## src/rtl/core/fqg_pkg.sv

```systemverilog
package fqg_pkg;

   localparam int DATA_W   = 32;
   localparam int ACC_W    = 48;
   localparam int NBITS_W  = 5;
   localparam int CSR_IDX_W = 4;
   localparam int LEVEL_W  = 17;
   localparam int DIV_W    = 34;
   localparam int DIVISOR_W = 33;
   localparam int QUEUE_DEPTH = 2;

   localparam logic [CSR_IDX_W-1:0] REG_RANGE_MIN    = CSR_IDX_W'(0);
   localparam logic [CSR_IDX_W-1:0] REG_RANGE_MAX    = CSR_IDX_W'(1);
   localparam logic [CSR_IDX_W-1:0] REG_NUM_BITS     = CSR_IDX_W'(2);
   localparam logic [CSR_IDX_W-1:0] REG_NARROW_RANGE = CSR_IDX_W'(3);

   localparam logic signed [DATA_W-1:0] RANGE_MIN_RST = -32'sd393216;
   localparam logic signed [DATA_W-1:0] RANGE_MAX_RST = 32'sd393216;
   localparam logic [NBITS_W-1:0]       NUM_BITS_RST  = 5'd8;

   typedef struct packed {
      logic signed [DATA_W-1:0] value_in;
      logic signed [DATA_W-1:0] grad_in;
      logic                     last;
   } req_type;

   typedef struct packed {
      logic signed [DATA_W-1:0] quantized_out;
      logic signed [DATA_W-1:0] grad_out;
      logic signed [ACC_W-1:0]  below_sum;
      logic signed [ACC_W-1:0]  above_sum;
      logic                     sums_valid;
   } rsp_type;

   // derived quantizer settings, shared by front and back
   typedef struct packed {
      logic signed [DATA_W-1:0] step_size;
      logic [DATA_W-1:0]        inverse_step;
      logic signed [DATA_W-1:0] nudged_low;
      logic signed [DATA_W-1:0] nudged_high;
   } derived_type;

   // one classified word waiting for the back end
   typedef struct packed {
      logic [DATA_W-1:0]        shifted;
      logic signed [DATA_W-1:0] grad;
      logic                     below;
      logic                     above;
      logic                     last;
   } entry_type;

endpackage

```

## src/rtl/core/fqg_front.sv

```systemverilog
module fqg_front (
   input  logic                  clock,
   input  logic                  reset,
   input  logic                  req_valid,
   output logic                  req_ready,
   input  fqg_pkg::req_type      req_data,
   input  logic                  busy,
   input  fqg_pkg::derived_type  derived,
   output logic                  q_valid,
   input  logic                  q_pop,
   output fqg_pkg::entry_type    q_entry
);

   localparam int PTR_W = $clog2(fqg_pkg::QUEUE_DEPTH);
   localparam int CNT_W = $clog2(fqg_pkg::QUEUE_DEPTH + 1);
   localparam int DW    = fqg_pkg::DATA_W;

   fqg_pkg::entry_type  mem_ff [fqg_pkg::QUEUE_DEPTH];
   logic [PTR_W-1:0]    wr_ff, rd_ff;
   logic [CNT_W-1:0]    cnt_ff;
   logic                push;
   logic                pop;
   logic signed [DW-1:0] clamped;
   logic [DW:0]         diff;
   fqg_pkg::entry_type  ent;

   assign req_ready = !busy && (cnt_ff != CNT_W'(fqg_pkg::QUEUE_DEPTH));
   assign push      = req_valid && req_ready;
   assign q_valid   = cnt_ff != '0;
   assign pop       = q_pop && q_valid;
   assign q_entry   = mem_ff[rd_ff];

   // classify and clamp against the nudged bounds
   always_comb begin
      ent.below = req_data.value_in < derived.nudged_low;
      ent.above = !ent.below && (req_data.value_in > derived.nudged_high);
      if (ent.below)      clamped = derived.nudged_low;
      else if (ent.above) clamped = derived.nudged_high;
      else                clamped = req_data.value_in;
      diff = {clamped[DW-1], clamped} - {derived.nudged_low[DW-1], derived.nudged_low};
      ent.shifted = diff[DW-1:0];
      ent.grad    = req_data.grad_in;
      ent.last    = req_data.last;
   end

   always_ff @(posedge clock) begin
      if (push) mem_ff[wr_ff] <= ent;
   end

   always_ff @(posedge clock) begin
      if (reset) begin
         wr_ff  <= '0;
         rd_ff  <= '0;
         cnt_ff <= '0;
      end else begin
         if (push) wr_ff <= wr_ff + PTR_W'(1);
         if (pop)  rd_ff <= rd_ff + PTR_W'(1);
         if (push && !pop)      cnt_ff <= cnt_ff + CNT_W'(1);
         else if (pop && !push) cnt_ff <= cnt_ff - CNT_W'(1);
      end
   end

endmodule

```

## config.mk

```make
export PLATFORM = sky130hd
export DESIGN_NAME = fqg_front
export DESIGN_NICKNAME = d
export VERILOG_FILES = /design/src/rtl/core/fqg_pkg.sv /design/src/rtl/core/fqg_front.sv
export SDC_FILE = /design/constraint.sdc
export NUM_CORES = 1
export LEC_CHECK = 0
export ABC_CLOCK_PERIOD_IN_PS = 5900
export BUFFER_PORTS_ARGS = -buffer_cell sky130_fd_sc_hd__buf_4
export CORE_ASPECT_RATIO = 1.5
export CORE_UTILIZATION = 54
export CTS_BUF_LIST = sky130_fd_sc_hd__clkbuf_4 sky130_fd_sc_hd__clkbuf_8
export CTS_CLUSTER_SIZE = 10
export DETAILED_ROUTE_END_ITERATION = 10
export GPL_TIMING_DRIVEN = 0
export MAX_ROUTING_LAYER = met4
export PLACE_DENSITY = 0.8
export SKIP_CTS_REPAIR_TIMING = 1
export SLEW_MARGIN = 10
export SYNTH_ARGS = -nofsm -noshare
export SYNTH_HDL_FRONTEND = slang
export SYNTH_SLANG_ARGS = --single-unit
export TNS_END_PERCENT = 30
```

## constraint.sdc

```tcl
create_clock -name clock -period 5.9 [get_ports clock]
set_input_delay 0.295 -clock clock [delete_from_list [all_inputs] [get_ports clock]]
set_output_delay 0.295 -clock clock [all_outputs]
set_load 0.03 [all_outputs]
```

==> results by group <==
Critical path
  • Worst R2R Setup Slack: 3.64 ns
  • Critical-path cell list: buf_4 > ha_1 > a211oi_1 > nand3_1 > o21ai_0 > a31oi_1 > o221ai_2 > clkbuf_1 > o21ai_1 > fa_1 > a21o_1 > a21oi_2 > o21ai_1 > nand4_1 > nand2_1 > o21ai_0 > o311ai_0 > xor2_1
  • Crit path DAT: 5.11 ns
  • CP top delay family: compound AO/OA/AOI/OAI gates
  • Worst Setup Start Kind: input pin
  • WS Path Type: input pin to register
  • Slowest stage cell, crit path: o21ai_0
  • CP peak stage delay: ~0.61 ns
  • CP max FO: 10
  • Crit. End Element: register
  • Worst path bufs/invs: 2
  • Required time worst endpoint: 6.08 ns

Drt
  • Detailed-route DRC error count: 0
  • Wire length per cell: 16.74 µm
  • Detailed-router iteration count before antenna repair: 5
  • Via density: ~5.6
  • 1st-iter DRT viols: approximately 370
  • DR vias: a little under 7000
  • Post-route ant nets: 0
  • Routed wire length: between 20000 and 25000 µm

Timing
  • Fmax: just over 200 MHz
  • Slew HR: 50.36%
  • Clock Skew: around 0.016 ns
  • Slew Viols, Final: 0
  • Final setup violation count: 0
  • Hold_ws: roughly 0.020 ns
  • Tcrit/Tclk final: 83.64%
  • Endpoints failing hold: 0
  • Min cycle time layout: 4.935 ns
  • RSZ-0062 raised after global routing: no
  • TNS Setup: 0 ns
  • Slew @ Worst Pin: 0.7368 ns

Die
  • # rows: 57
  • Chip Height: ~160 µm
  • Core area: around 16000 µm²
  • Initial core utilization: between 50 and 60%
  • Die Width: 107.1 µm
  • Die ar.: 17100 µm²
  • # IOs: ~270

Synth
  • Ys Warns: 0
  • Syn_area_per_cell: ~11 µm²
  • Syn Nets: approximately 1100
  • Register area share after synthesis: approximately 46%
  • Cell taking the most area after synthesis: edfxtp_1
  • EDFF count, synth: 134
  • Synth cell types: 65
  • Top_reg_cell synth: edfxtp_1
  • Share of the synthesized area in the top cell type: 44.96%
  • Largest cells by area after synthesis: edfxtp_1 45%, ha_1 13%, mux2_2 8.4%, mux2i_1 3.5%, inv_1 3.3%
  • Synthesized cell area: about 8900 µm²
  • Async S/R FF share, synth: 0%
  • Mapped Cells: ~800
  • #FFs+latches synth: about 140

CTS
  • CTS Buffer Depth: 3
  • CTS tree: built
  • Clock Latency Late Sink: between 0.4 and 0.5 ns
  • Clock transition at path regs: 0.07 ns
  • H-tree depth: 4
  • Total CTS buffers: 25
  • Clk sinks: approximately 140
  • Clock root buffer master: clkbuf_8

Placed design
  • Half-perimeter wire length after placement: 16440 µm
  • Gpl congestion: a little over 0.9
  • # port buffers: 202

Status
  • Status: complete, no violations

Final layout
  • Commonest non-fill, non-tap cell in the layout: buf_4
  • Area Growth Syn to Fin: 27.11%
  • Most frequent cells in the layout: 202 x buf_4, 134 x edfxtp_1, 95 x ha_1
  • Finished Core Util: between 70% and 80%
  • Nets: roughly 1300
  • Antenna diodes: 0
  • Share of cells above drive strength 1: between 30 and 40%

Power and ir drop
  • Peak VDD IR: approximately 0.00027 V
  • LEAKAGE: approximately 5 nW
  • PwrDens: 342.8 nW/µm²

Global routing
  • Global-route usage over all layers: roughly 25%
  • Vias in the first global route: roughly 6900
  • Global-route wire length before repair: ~33000 µm
  • Initial antenna violation count: 0
  • Largest net degree at the start of global routing: ~50
  • GRT overflow: 0

Flow run
  • Max Cap Viol: 0

Worst hold path
  • Hold Crit Class: input pin to register
worst paths after layout:
check / startpoint / cells past startpoint / end
worst min register to register: rd_ff / 2 / register
worst min-delay path: req_data[25] / 1 / mem_ff[0][27]
worst max register to register: cnt_ff[0] / 6 / mem_ff[0][59]
worst max-delay path: req_data[39] / 18 / mem_ff[1][65]
power by group:
part | switching, mW | internal, mW
registers | 0.0354 | 1.28
clock network | 0.330 | 0.402
logic | 1.08 | 0.773
through the flow:
stage,worst slack [ns],power (mW),instances,instance area [µm²]
finish,0.9655,3.899,1251,11380
floorplan,1.381,2.595,790,8950
global placement,0.2337,3.121,1198,10720
CTS,1.018,3.918,1233,11200
detailed placement,0.5277,3.178,1201,10810
global route,0.7464,4.114,1251,11380
sequential cells by signal, indices dropped and copies added, names as in the netlist, named ones only:
| name | flops |
|---|---|
| mem_ff | 134 |
| cnt_ff | 2 |
| rd_ff | 1 |
| wr_ff | 1 |
metal layers:
metal  share of wire [%]  track usage (%)  vias up
met5                   0                -        -
met4                 3.0            11.71        0
met3                 4.4            2.571       36
met2                  54            44.46      229
met1                  39            28.04     3242
li1                    -                -     3439
worst register-to-register path: stages (launching register included):
cell and delay, ns:
dfxtp_1 0.42, inv_1 0.07, a21oi_1 0.26, nand2_1 0.18, nor2_4 0.53, buf_16 0.26, buf_12 0.21
cell usage after synthesis (all sizes together) (6+ instances only):
cell,number
edfxtp,134
o21ai,56
buf,6
inv,79
nand2,52
nand2b,6
clkbuf,10
nand4,12
xor2,14
nand3,18
xnor2,17
a31oi,6
mux2i,31
mux2,68
ha,95
a21o,20
nor2,37
a21oi,52
layout make-up:
class	count	area, µm²
Tap cell	206	257.7
Clock inverter	4	17.52
Timing Repair Buffer	223	1772
Inverter	79	296.5
Sequential cell	139	4124
Clock buffer	28	366.6
Multi-Input combinational cell	556	4448
Buffer	16	93.84
Fill cell	1242	4813
logic make-up (layout without fill, tap and decap cells):
group	Yosys count	after routing	synth area share [%]
DFF	139	139	46.08
AOI/OAI and AO/OA	176	176	12.15
buffers and inverters	95	350	4.362
adders and majority gates	96	96	13.50
xor gates and xnor gates	31	31	3.034
and+or+nand+nor	154	154	8.807
muxes	99	99	12.06
Power figures use the tool's default switching activity.
