<file path="src/rtl/core/fqg_pkg.sv">
package fqg_pkg;

   localparam int DATA_W   = 32;
   localparam int ACC_W    = 48;
   localparam int NBITS_W  = 5;
   localparam int CSR_IDX_W = 4;
   localparam int LEVEL_W  = 17;
   localparam int DIV_W    = 34;
   localparam int DIVISOR_W = 33;
   localparam int QUEUE_DEPTH = 2;

   localparam logic [CSR_IDX_W-1:0] REG_RANGE_MIN    = CSR_IDX_W'(0);
   localparam logic [CSR_IDX_W-1:0] REG_RANGE_MAX    = CSR_IDX_W'(1);
   localparam logic [CSR_IDX_W-1:0] REG_NUM_BITS     = CSR_IDX_W'(2);
   localparam logic [CSR_IDX_W-1:0] REG_NARROW_RANGE = CSR_IDX_W'(3);

   localparam logic signed [DATA_W-1:0] RANGE_MIN_RST = -32'sd393216;
   localparam logic signed [DATA_W-1:0] RANGE_MAX_RST = 32'sd393216;
   localparam logic [NBITS_W-1:0]       NUM_BITS_RST  = 5'd8;

   typedef struct packed {
      logic signed [DATA_W-1:0] value_in;
      logic signed [DATA_W-1:0] grad_in;
      logic                     last;
   } req_type;

   typedef struct packed {
      logic signed [DATA_W-1:0] quantized_out;
      logic signed [DATA_W-1:0] grad_out;
      logic signed [ACC_W-1:0]  below_sum;
      logic signed [ACC_W-1:0]  above_sum;
      logic                     sums_valid;
   } rsp_type;

   // derived quantizer settings, shared by front and back
   typedef struct packed {
      logic signed [DATA_W-1:0] step_size;
      logic [DATA_W-1:0]        inverse_step;
      logic signed [DATA_W-1:0] nudged_low;
      logic signed [DATA_W-1:0] nudged_high;
   } derived_type;

   // one classified word waiting for the back end
   typedef struct packed {
      logic [DATA_W-1:0]        shifted;
      logic signed [DATA_W-1:0] grad;
      logic                     below;
      logic                     above;
      logic                     last;
   } entry_type;

endpackage

</file>
<file path="src/rtl/core/fqg_div.sv">
module fqg_div (
   input  logic                                clock,
   input  logic                                reset,
   input  logic                                start,
   input  logic [fqg_pkg::DIV_W-1:0]           dividend,
   input  logic [fqg_pkg::DIVISOR_W-1:0]       divisor,
   output logic                                done,
   output logic [fqg_pkg::DIV_W-1:0]           quotient
);

   localparam int CNT_W = $clog2(fqg_pkg::DIV_W + 1);

   logic                          busy_ff, busy_in;
   logic                          done_ff, done_in;
   logic [CNT_W-1:0]              cnt_ff, cnt_in;
   logic [fqg_pkg::DIV_W:0]       rem_ff, rem_in;
   logic [fqg_pkg::DIV_W-1:0]     quo_ff, quo_in;
   logic [fqg_pkg::DIVISOR_W-1:0] dvs_ff, dvs_in;
   logic [fqg_pkg::DIV_W:0]       rem_sh;

   // one restoring step a cycle
   always_comb begin
      busy_in = busy_ff;
      done_in = 1'b0;
      cnt_in  = cnt_ff;
      rem_in  = rem_ff;
      quo_in  = quo_ff;
      dvs_in  = dvs_ff;
      rem_sh  = {rem_ff[fqg_pkg::DIV_W-1:0], quo_ff[fqg_pkg::DIV_W-1]};
      if (start) begin
         busy_in = 1'b1;
         cnt_in  = '0;
         rem_in  = '0;
         quo_in  = dividend;
         dvs_in  = divisor;
      end else if (busy_ff) begin
         if (rem_sh >= {2'b00, dvs_ff}) begin
            rem_in = rem_sh - {2'b00, dvs_ff};
            quo_in = {quo_ff[fqg_pkg::DIV_W-2:0], 1'b1};
         end else begin
            rem_in = rem_sh;
            quo_in = {quo_ff[fqg_pkg::DIV_W-2:0], 1'b0};
         end
         cnt_in = cnt_ff + CNT_W'(1);
         if (cnt_ff == CNT_W'(fqg_pkg::DIV_W - 1)) begin
            busy_in = 1'b0;
            done_in = 1'b1;
         end
      end
   end

   always_ff @(posedge clock) begin
      if (reset) begin
         busy_ff <= 1'b0;
         done_ff <= 1'b0;
         cnt_ff  <= '0;
      end else begin
         busy_ff <= busy_in;
         done_ff <= done_in;
         cnt_ff  <= cnt_in;
      end
      rem_ff <= rem_in;
      quo_ff <= quo_in;
      dvs_ff <= dvs_in;
   end

   assign done     = done_ff;
   assign quotient = quo_ff;

endmodule

</file>
<file path="src/rtl/core/fqg_derive.sv">
module fqg_derive (
   input  logic                                 clock,
   input  logic                                 reset,
   input  logic                                 csr_valid,
   output logic                                 csr_ready,
   input  logic [fqg_pkg::CSR_IDX_W-1:0]        csr_index,
   input  logic [fqg_pkg::DATA_W-1:0]           csr_data,
   output logic                                 busy,
   output fqg_pkg::derived_type                 derived
);

   localparam logic [3:0] ST_IDLE  = 4'd0;
   localparam logic [3:0] ST_SETUP = 4'd1;
   localparam logic [3:0] ST_DIV_S = 4'd2;
   localparam logic [3:0] ST_MUL_L = 4'd3;
   localparam logic [3:0] ST_CMP   = 4'd4;
   localparam logic [3:0] ST_DIV_K = 4'd5;
   localparam logic [3:0] ST_MUL_LO = 4'd6;
   localparam logic [3:0] ST_MUL_HI = 4'd7;
   localparam logic [3:0] ST_SET_HI = 4'd8;
   localparam logic [3:0] ST_DIV_I = 4'd9;

   localparam int LW = fqg_pkg::LEVEL_W;
   localparam int DW = fqg_pkg::DATA_W;
   localparam int PW = LW + DW - 1;

   logic signed [DW-1:0]            range_min_ff, range_max_ff;
   logic [fqg_pkg::NBITS_W-1:0]     num_bits_ff;
   logic                            narrow_ff;
   logic                            start_ff, start_in;
   logic [3:0]                      state_ff, state_in;
   logic [LW-1:0]                   levels_ff, levels_in;
   logic [DW-2:0]                   s_ff, s_in;
   logic [DW:0]                     neg_ff, neg_in;
   logic [LW-1:0]                   k_ff, k_in;
   logic [PW-1:0]                   prod_ff;
   logic [LW-1:0]                   mul_a;
   fqg_pkg::derived_type            der_ff, der_in;

   logic                            csr_fire;
   logic [fqg_pkg::NBITS_W-1:0]     nb;
   logic signed [DW:0]              span;
   logic                            div_start;
   logic [fqg_pkg::DIV_W-1:0]       div_num;
   logic [fqg_pkg::DIVISOR_W-1:0]   div_den;
   logic                            div_done;
   logic [fqg_pkg::DIV_W-1:0]       div_q;

   assign busy      = start_ff || (state_ff != ST_IDLE);
   assign csr_ready = !busy;
   assign csr_fire  = csr_valid && csr_ready;
   assign derived   = der_ff;

   always_ff @(posedge clock) begin
      if (reset) begin
         range_min_ff <= fqg_pkg::RANGE_MIN_RST;
         range_max_ff <= fqg_pkg::RANGE_MAX_RST;
         num_bits_ff  <= fqg_pkg::NUM_BITS_RST;
         narrow_ff    <= 1'b0;
      end else if (csr_fire) begin
         unique case (csr_index)
            fqg_pkg::REG_RANGE_MIN:    range_min_ff <= csr_data;
            fqg_pkg::REG_RANGE_MAX:    range_max_ff <= csr_data;
            fqg_pkg::REG_NUM_BITS:     num_bits_ff  <= csr_data[fqg_pkg::NBITS_W-1:0];
            fqg_pkg::REG_NARROW_RANGE: narrow_ff    <= csr_data[0];
            default: ;
         endcase
      end
   end

   always_comb begin
      if (num_bits_ff < 5'd2)       nb = 5'd2;
      else if (num_bits_ff > 5'd16) nb = 5'd16;
      else                          nb = num_bits_ff;
      span = {range_max_ff[DW-1], range_max_ff} - {range_min_ff[DW-1], range_min_ff};
   end

   always_comb begin
      unique case (state_ff)
         ST_MUL_L:  mul_a = levels_ff;
         ST_MUL_LO: mul_a = k_ff;
         default:   mul_a = levels_ff - k_ff;
      endcase
   end

   always_ff @(posedge clock) begin
      prod_ff <= PW'(mul_a) * PW'(s_ff);
   end

   always_comb begin
      state_in  = state_ff;
      start_in  = start_ff;
      levels_in = levels_ff;
      s_in      = s_ff;
      neg_in    = neg_ff;
      k_in      = k_ff;
      der_in    = der_ff;
      div_start = 1'b0;
      div_num   = '0;
      div_den   = '0;
      if (csr_fire && (csr_index == fqg_pkg::REG_RANGE_MIN ||
                       csr_index == fqg_pkg::REG_RANGE_MAX ||
                       csr_index == fqg_pkg::REG_NUM_BITS ||
                       csr_index == fqg_pkg::REG_NARROW_RANGE)) begin
         start_in = 1'b1;
      end
      unique case (state_ff)
         ST_IDLE: begin
            if (start_ff) begin
               start_in  = 1'b0;
               levels_in = (LW'(1) << nb) - LW'(1) - LW'(narrow_ff);
               state_in  = ST_SETUP;
            end
         end
         ST_SETUP: begin
            neg_in = (DW+1)'(0) - {range_min_ff[DW-1], range_min_ff};
            if (span <= 0) begin
               der_in.step_size    = '0;
               der_in.inverse_step = '0;
               der_in.nudged_low   = range_min_ff;
               der_in.nudged_high  = range_min_ff;
               state_in            = ST_IDLE;
            end else begin
               div_start = 1'b1;
               div_num   = fqg_pkg::DIV_W'(span[DW-1:0]) + fqg_pkg::DIV_W'(levels_ff >> 1);
               div_den   = fqg_pkg::DIVISOR_W'(levels_ff);
               state_in  = ST_DIV_S;
            end
         end
         ST_DIV_S: begin
            if (div_done) begin
               if (div_q > fqg_pkg::DIV_W'({(DW-1){1'b1}})) s_in = {(DW-1){1'b1}};
               else                                         s_in = div_q[DW-2:0];
               if (div_q == '0) begin
                  der_in.step_size    = '0;
                  der_in.inverse_step = '0;
                  der_in.nudged_low   = range_min_ff;
                  der_in.nudged_high  = range_min_ff;
                  state_in            = ST_IDLE;
               end else if (!range_min_ff[DW-1]) begin
                  k_in     = '0;
                  state_in = ST_MUL_LO;
               end else begin
                  state_in = ST_MUL_L;
               end
            end
         end
         ST_MUL_L: state_in = ST_CMP;
         ST_CMP: begin
            if (PW'(neg_ff) >= prod_ff) begin
               k_in     = levels_ff;
               state_in = ST_MUL_LO;
            end else begin
               div_start = 1'b1;
               div_num   = fqg_pkg::DIV_W'({neg_ff, 1'b0}) + fqg_pkg::DIV_W'(s_ff);
               div_den   = fqg_pkg::DIVISOR_W'({s_ff, 1'b0});
               state_in  = ST_DIV_K;
            end
         end
         ST_DIV_K: begin
            if (div_done) begin
               k_in     = div_q[LW-1:0];
               state_in = ST_MUL_LO;
            end
         end
         ST_MUL_LO: state_in = ST_MUL_HI;
         ST_MUL_HI: begin
            // product holds k*s here
            if (prod_ff > PW'({1'b1, {(DW-1){1'b0}}}))
               der_in.nudged_low = {1'b1, {(DW-1){1'b0}}};
            else
               der_in.nudged_low = DW'(0) - prod_ff[DW-1:0];
            state_in = ST_SET_HI;
         end
         ST_SET_HI: begin
            if (prod_ff > PW'({(DW-1){1'b1}}))
               der_in.nudged_high = {1'b0, {(DW-1){1'b1}}};
            else
               der_in.nudged_high = prod_ff[DW-1:0];
            der_in.step_size = {1'b0, s_ff};
            div_start = 1'b1;
            div_num   = fqg_pkg::DIV_W'({1'b1, {DW{1'b0}}}) + fqg_pkg::DIV_W'(s_ff >> 1);
            div_den   = fqg_pkg::DIVISOR_W'(s_ff);
            state_in  = ST_DIV_I;
         end
         ST_DIV_I: begin
            if (div_done) begin
               if (div_q[fqg_pkg::DIV_W-1:DW] != '0) der_in.inverse_step = '1;
               else                                  der_in.inverse_step = div_q[DW-1:0];
               state_in = ST_IDLE;
            end
         end
         default: state_in = ST_IDLE;
      endcase
   end

   always_ff @(posedge clock) begin
      if (reset) begin
         state_ff <= ST_IDLE;
         start_ff <= 1'b1;
      end else begin
         state_ff <= state_in;
         start_ff <= start_in;
      end
      levels_ff <= levels_in;
      s_ff      <= s_in;
      neg_ff    <= neg_in;
      k_ff      <= k_in;
      der_ff    <= der_in;
   end

   fqg_div u_div (
      .clock    (clock),
      .reset    (reset),
      .start    (div_start),
      .dividend (div_num),
      .divisor  (div_den),
      .done     (div_done),
      .quotient (div_q)
   );

endmodule

</file>
<file path="config.mk">
export PLATFORM = sky130hd
export DESIGN_NAME = fqg_derive
export DESIGN_NICKNAME = d
export VERILOG_FILES = /design/src/rtl/core/fqg_pkg.sv /design/src/rtl/core/fqg_div.sv /design/src/rtl/core/fqg_derive.sv
export SDC_FILE = /design/constraint.sdc
export NUM_CORES = 2
export LEC_CHECK = 0
export BUFFER_PORTS_ARGS = -buffer_cell sky130_fd_sc_hd__buf_4
export CAP_MARGIN = 20
export CORE_UTILIZATION = 40
export DETAILED_ROUTE_END_ITERATION = 10
export SYNTH_ARGS = -nofsm -noshare
export SYNTH_HDL_FRONTEND = slang
export SYNTH_SLANG_ARGS = --single-unit
</file>
<file path="constraint.sdc">
create_clock -name clock -period 9.5 [get_ports clock]
set_input_delay 1.9 -clock clock [delete_from_list [all_inputs] [get_ports clock]]
set_output_delay 1.9 -clock clock [all_outputs]
set_load 0.01 [all_outputs]
</file>
==> results.yml <==
critical_path:
  r2r_end: "prod_ff[30]"
  start_kind: "flip-flop"
  reg2regPathDepth: 35
  worst-path-max-fanout: 13
  crit_start: "levels_ff[0]"
  cp_top_family: "adder cells"
  crit_buf_inv: 7
  slowest_delay_ns: 0.54
  slowest_stage: "fa_1"
  path_class: "reg2reg"
  regToRegSetupSlack_ns: 0.40
  required_ns: 10.04
  timing.rr.start: "levels_ff[0]"
  critPathMostFrequentCell: "fa_1"
  cp.depth: 35
  cp.arrival_ns: 9.64
  end_kind: "flip-flop"
  setup.worst_path.end: "prod_ff[30]"
hold_path:
  hold_path.class: "reg2reg"
clock_tree:
  cts_sinks: 456
  clkSlewWorstSetupHoldPaths_ns: 0.07
  cts_buffers: 52
  clk-insertion-delay-late_ns: 0.62
  ctsHoldBuffers: 0
  cts_root_buf: "clkbuf_16"
  clk_path_buf_depth: 3
  htree_levels: 2
  cts_tree: "built"
logic_synthesis:
  async_flop_share: 0
  yosysTopAreaCell: "fa_1"
  avgSynthCellArea_sq_um: 9.039
  synthDistinctLibCells: 89
  synth_top_family_by_area: "adder cells"
  ys_seq_area_frac: 0.2746
  yosysWarnings: 0
  synth_fa_ha_area_frac: 0.2823
  synthFlopType: "edfxtp_1"
  synth-seq-cells: 456
  synth_xor_area_frac: 0.04295
  synth_compound_area_frac: 0.1421
  synth_area_sq_mm: 0.04385
  synth-simple-area-share: 0.1589
  synthTopCellsByArea: "fa_1 (20%), edfxtp_1 (20%), ha_1 (8.2%)"
  netlist_instances: 4851
  netlist.area_leader.share: 0.2004
  synth_mux_area_frac: 0.01358
  synth_edf_count: 291
placement:
  dpl-instance-area_sq_mm: 0.04697
  gp_congestion: 0.9558
  place_hpwl_mm: 111.9
  post-place-ws_ns: 0.2335
  io_buffers: 167
grt:
  grt_remaining_overflow: 0
  grt_pass1_vias: 35866
  grt_pass1_wl_mm: 224.3
  track_usage: 0.2659
  antenna_found_initial: 7
  grt_max_degree: 77
routing:
  dr_total_vias: 36051
  drt-initial-drc-count: 3555
  drtAntennaViolNets: 0
  drcViolationCount: 0
  post_drt_wl_per_cell_microns: 23.04
  dr.pass1.iters: 6
  drt-total-wl_mm: 147.7
  viasPerCell: 5.622
sta:
  max_freq_mhz: 109.9
  fin_tns_setup_ns: 0
  setup_viol: 0
  timing.hold.ws_ns: 0.4588
  min_period_over_period: 0.9581
  slew_headroom: 0.2358
  hold_viol: 0
  max_slew.worst_pin.slew_ns: 1.146
  timing.final.ws_setup_ns: 0.3980
  final-max-slew-violation-count: 0
  period_needed_ns: 9.102
  finalClockSkew_ns: 0.01591
die:
  ioPinCount: 169
  die_h_microns: 333.1
  start_util: 0.4034
  die_w_microns: 333.1
  rows: 121
  die-area_sq_mm: 0.1109
  core_area_sq_mm: 0.1087
final_layout:
  design_area_sq_mm: 0.04897
  num-nets-final: 5719
  syn_to_final_growth_pct: 11.70
  drive_above_1_share: 0.09788
outcome:
  status: "completed"
run:
  maxCapViolCount: 0
[cell usage after synthesis, types with 50 or more instances]
cell	count
a21o_1	117
a21oi_1	293
and2_1	202
clkbuf_1	188
dfxtp_1	165
edfxtp_1	291
fa_1	439
ha_1	287
inv_1	748
nand2_1	646
nand3_1	64
nor2_1	226
nor3_1	72
o21a_1	63
o21ai_0	150
or3_1	53
xnor2_1	165
xor2_1	50
[per-stage QoR]
step,std cells,utilization
CTS,6403,0.4485
global placement,6307,0.4321
floorplan,4852,-
detailed placement,6307,0.4321
finish,6412,0.4505
global route,6410,0.4505
[what timing repair did]
| action | CTS | global route |
|---|---|---|
| resized for setup | 0 | 22 |
| endpoints found under the hold margin | 0 | 0 |
| setup endpoints to repair | 0 | 20 |
| buffers inserted | 0 | 2 |
[per-layer routing]
layer  vias to the layer above  GRT usage  part of all wire
met1                     17870     0.3756              0.43
met5                         -          0                 0
li1                      16294          -                 -
met3                       265    0.05768              0.10
met4                         0    0.08638             0.035
met2                      1622     0.4029              0.43
[flip-flops by register name, summed over array words and instances, names as in the netlist, 4 cells and up]
signal	cells
derived	127
prod_ff	48
u_div.quotient	34
u_div.rem_ff	34
neg_ff	33
range_max_ff	32
range_min_ff	32
u_div.dvs_ff	32
s_ff	31
k_ff	17
levels_ff	17
u_div.cnt_ff	6
num_bits_ff	5
state_ff	4
[worst register-to-register path, delay by kind of cell (launching register included)]
family	cells	cell delay, ns
XOR/XNOR	2	0.30
adder cells (fa/ha/maj)	9	3.86
flip-flops	1	0.41
AND/OR/NAND/NOR	3	0.53
buffers and inverters	7	0.98
AO/OA/AOI/OAI	14	2.98
[cell type report]
type                            count  area [sq um]
Sequential cell                   456         12040
Clock inverter                     32         349.1
Inverter                          749          2814
Clock buffer                       64          1429
Tap cell                         1414          1769
Antenna cell                        2         5.005
Fill cell                       10562         59730
Multi-Input combinational cell   3411         28340
Timing Repair Buffer              284          2225
[layout by cell type, fill, tap and decap left out, drive strengths merged, types with 10 or more instances in the layout]
cell type and count:
o211ai 32, o21a 63, xor2 50, o21ai 155
nand2 646, a21oi 294, a31oi 26, or3 53
and2 202, clkinv 15, xnor2 165, nor3 77
or2 16, a22oi 16, o21bai 22, dfxtp 165
clkbuf 64, nor4 33, nand2b 26, edfxtp 291
mux2i 46, nor2 226, buf 284, a22o 31
a211oi 56, nor2b 30, and3 24, inv 756
fa 439, a21boi 10, mux2 12, o31ai 19
ha 287, nand4 38, a21o 117, nand3 64
[logic make-up after synthesis]
kind of cell	after synthesis
simple gates	1473
buf+inv	985
compound gates	936
fa+ha+maj	726
flops	456
xor+xnor	215
mux	58
other cells	2
[how the worst min path moves through the flow]
stage                startpoint          endpoint  slack, ns  cells after the start
6_report       range_max_ff[30]  range_max_ff[30]       0.46                      2
5_1_grt        range_max_ff[25]  range_max_ff[25]       0.48                      2
4_1_cts        range_max_ff[25]  range_max_ff[25]       0.46                      2
3_5_place_dp   range_max_ff[25]  range_max_ff[25]       0.45                      2
3_3_place_gp    range_max_ff[0]   range_max_ff[0]       0.44                      2
2_1_floorplan   range_max_ff[0]   range_max_ff[0]       0.44                      2
Power is not shown: default switching activity piles up to over one toggle a cycle in this logic, so the estimate is an artifact.
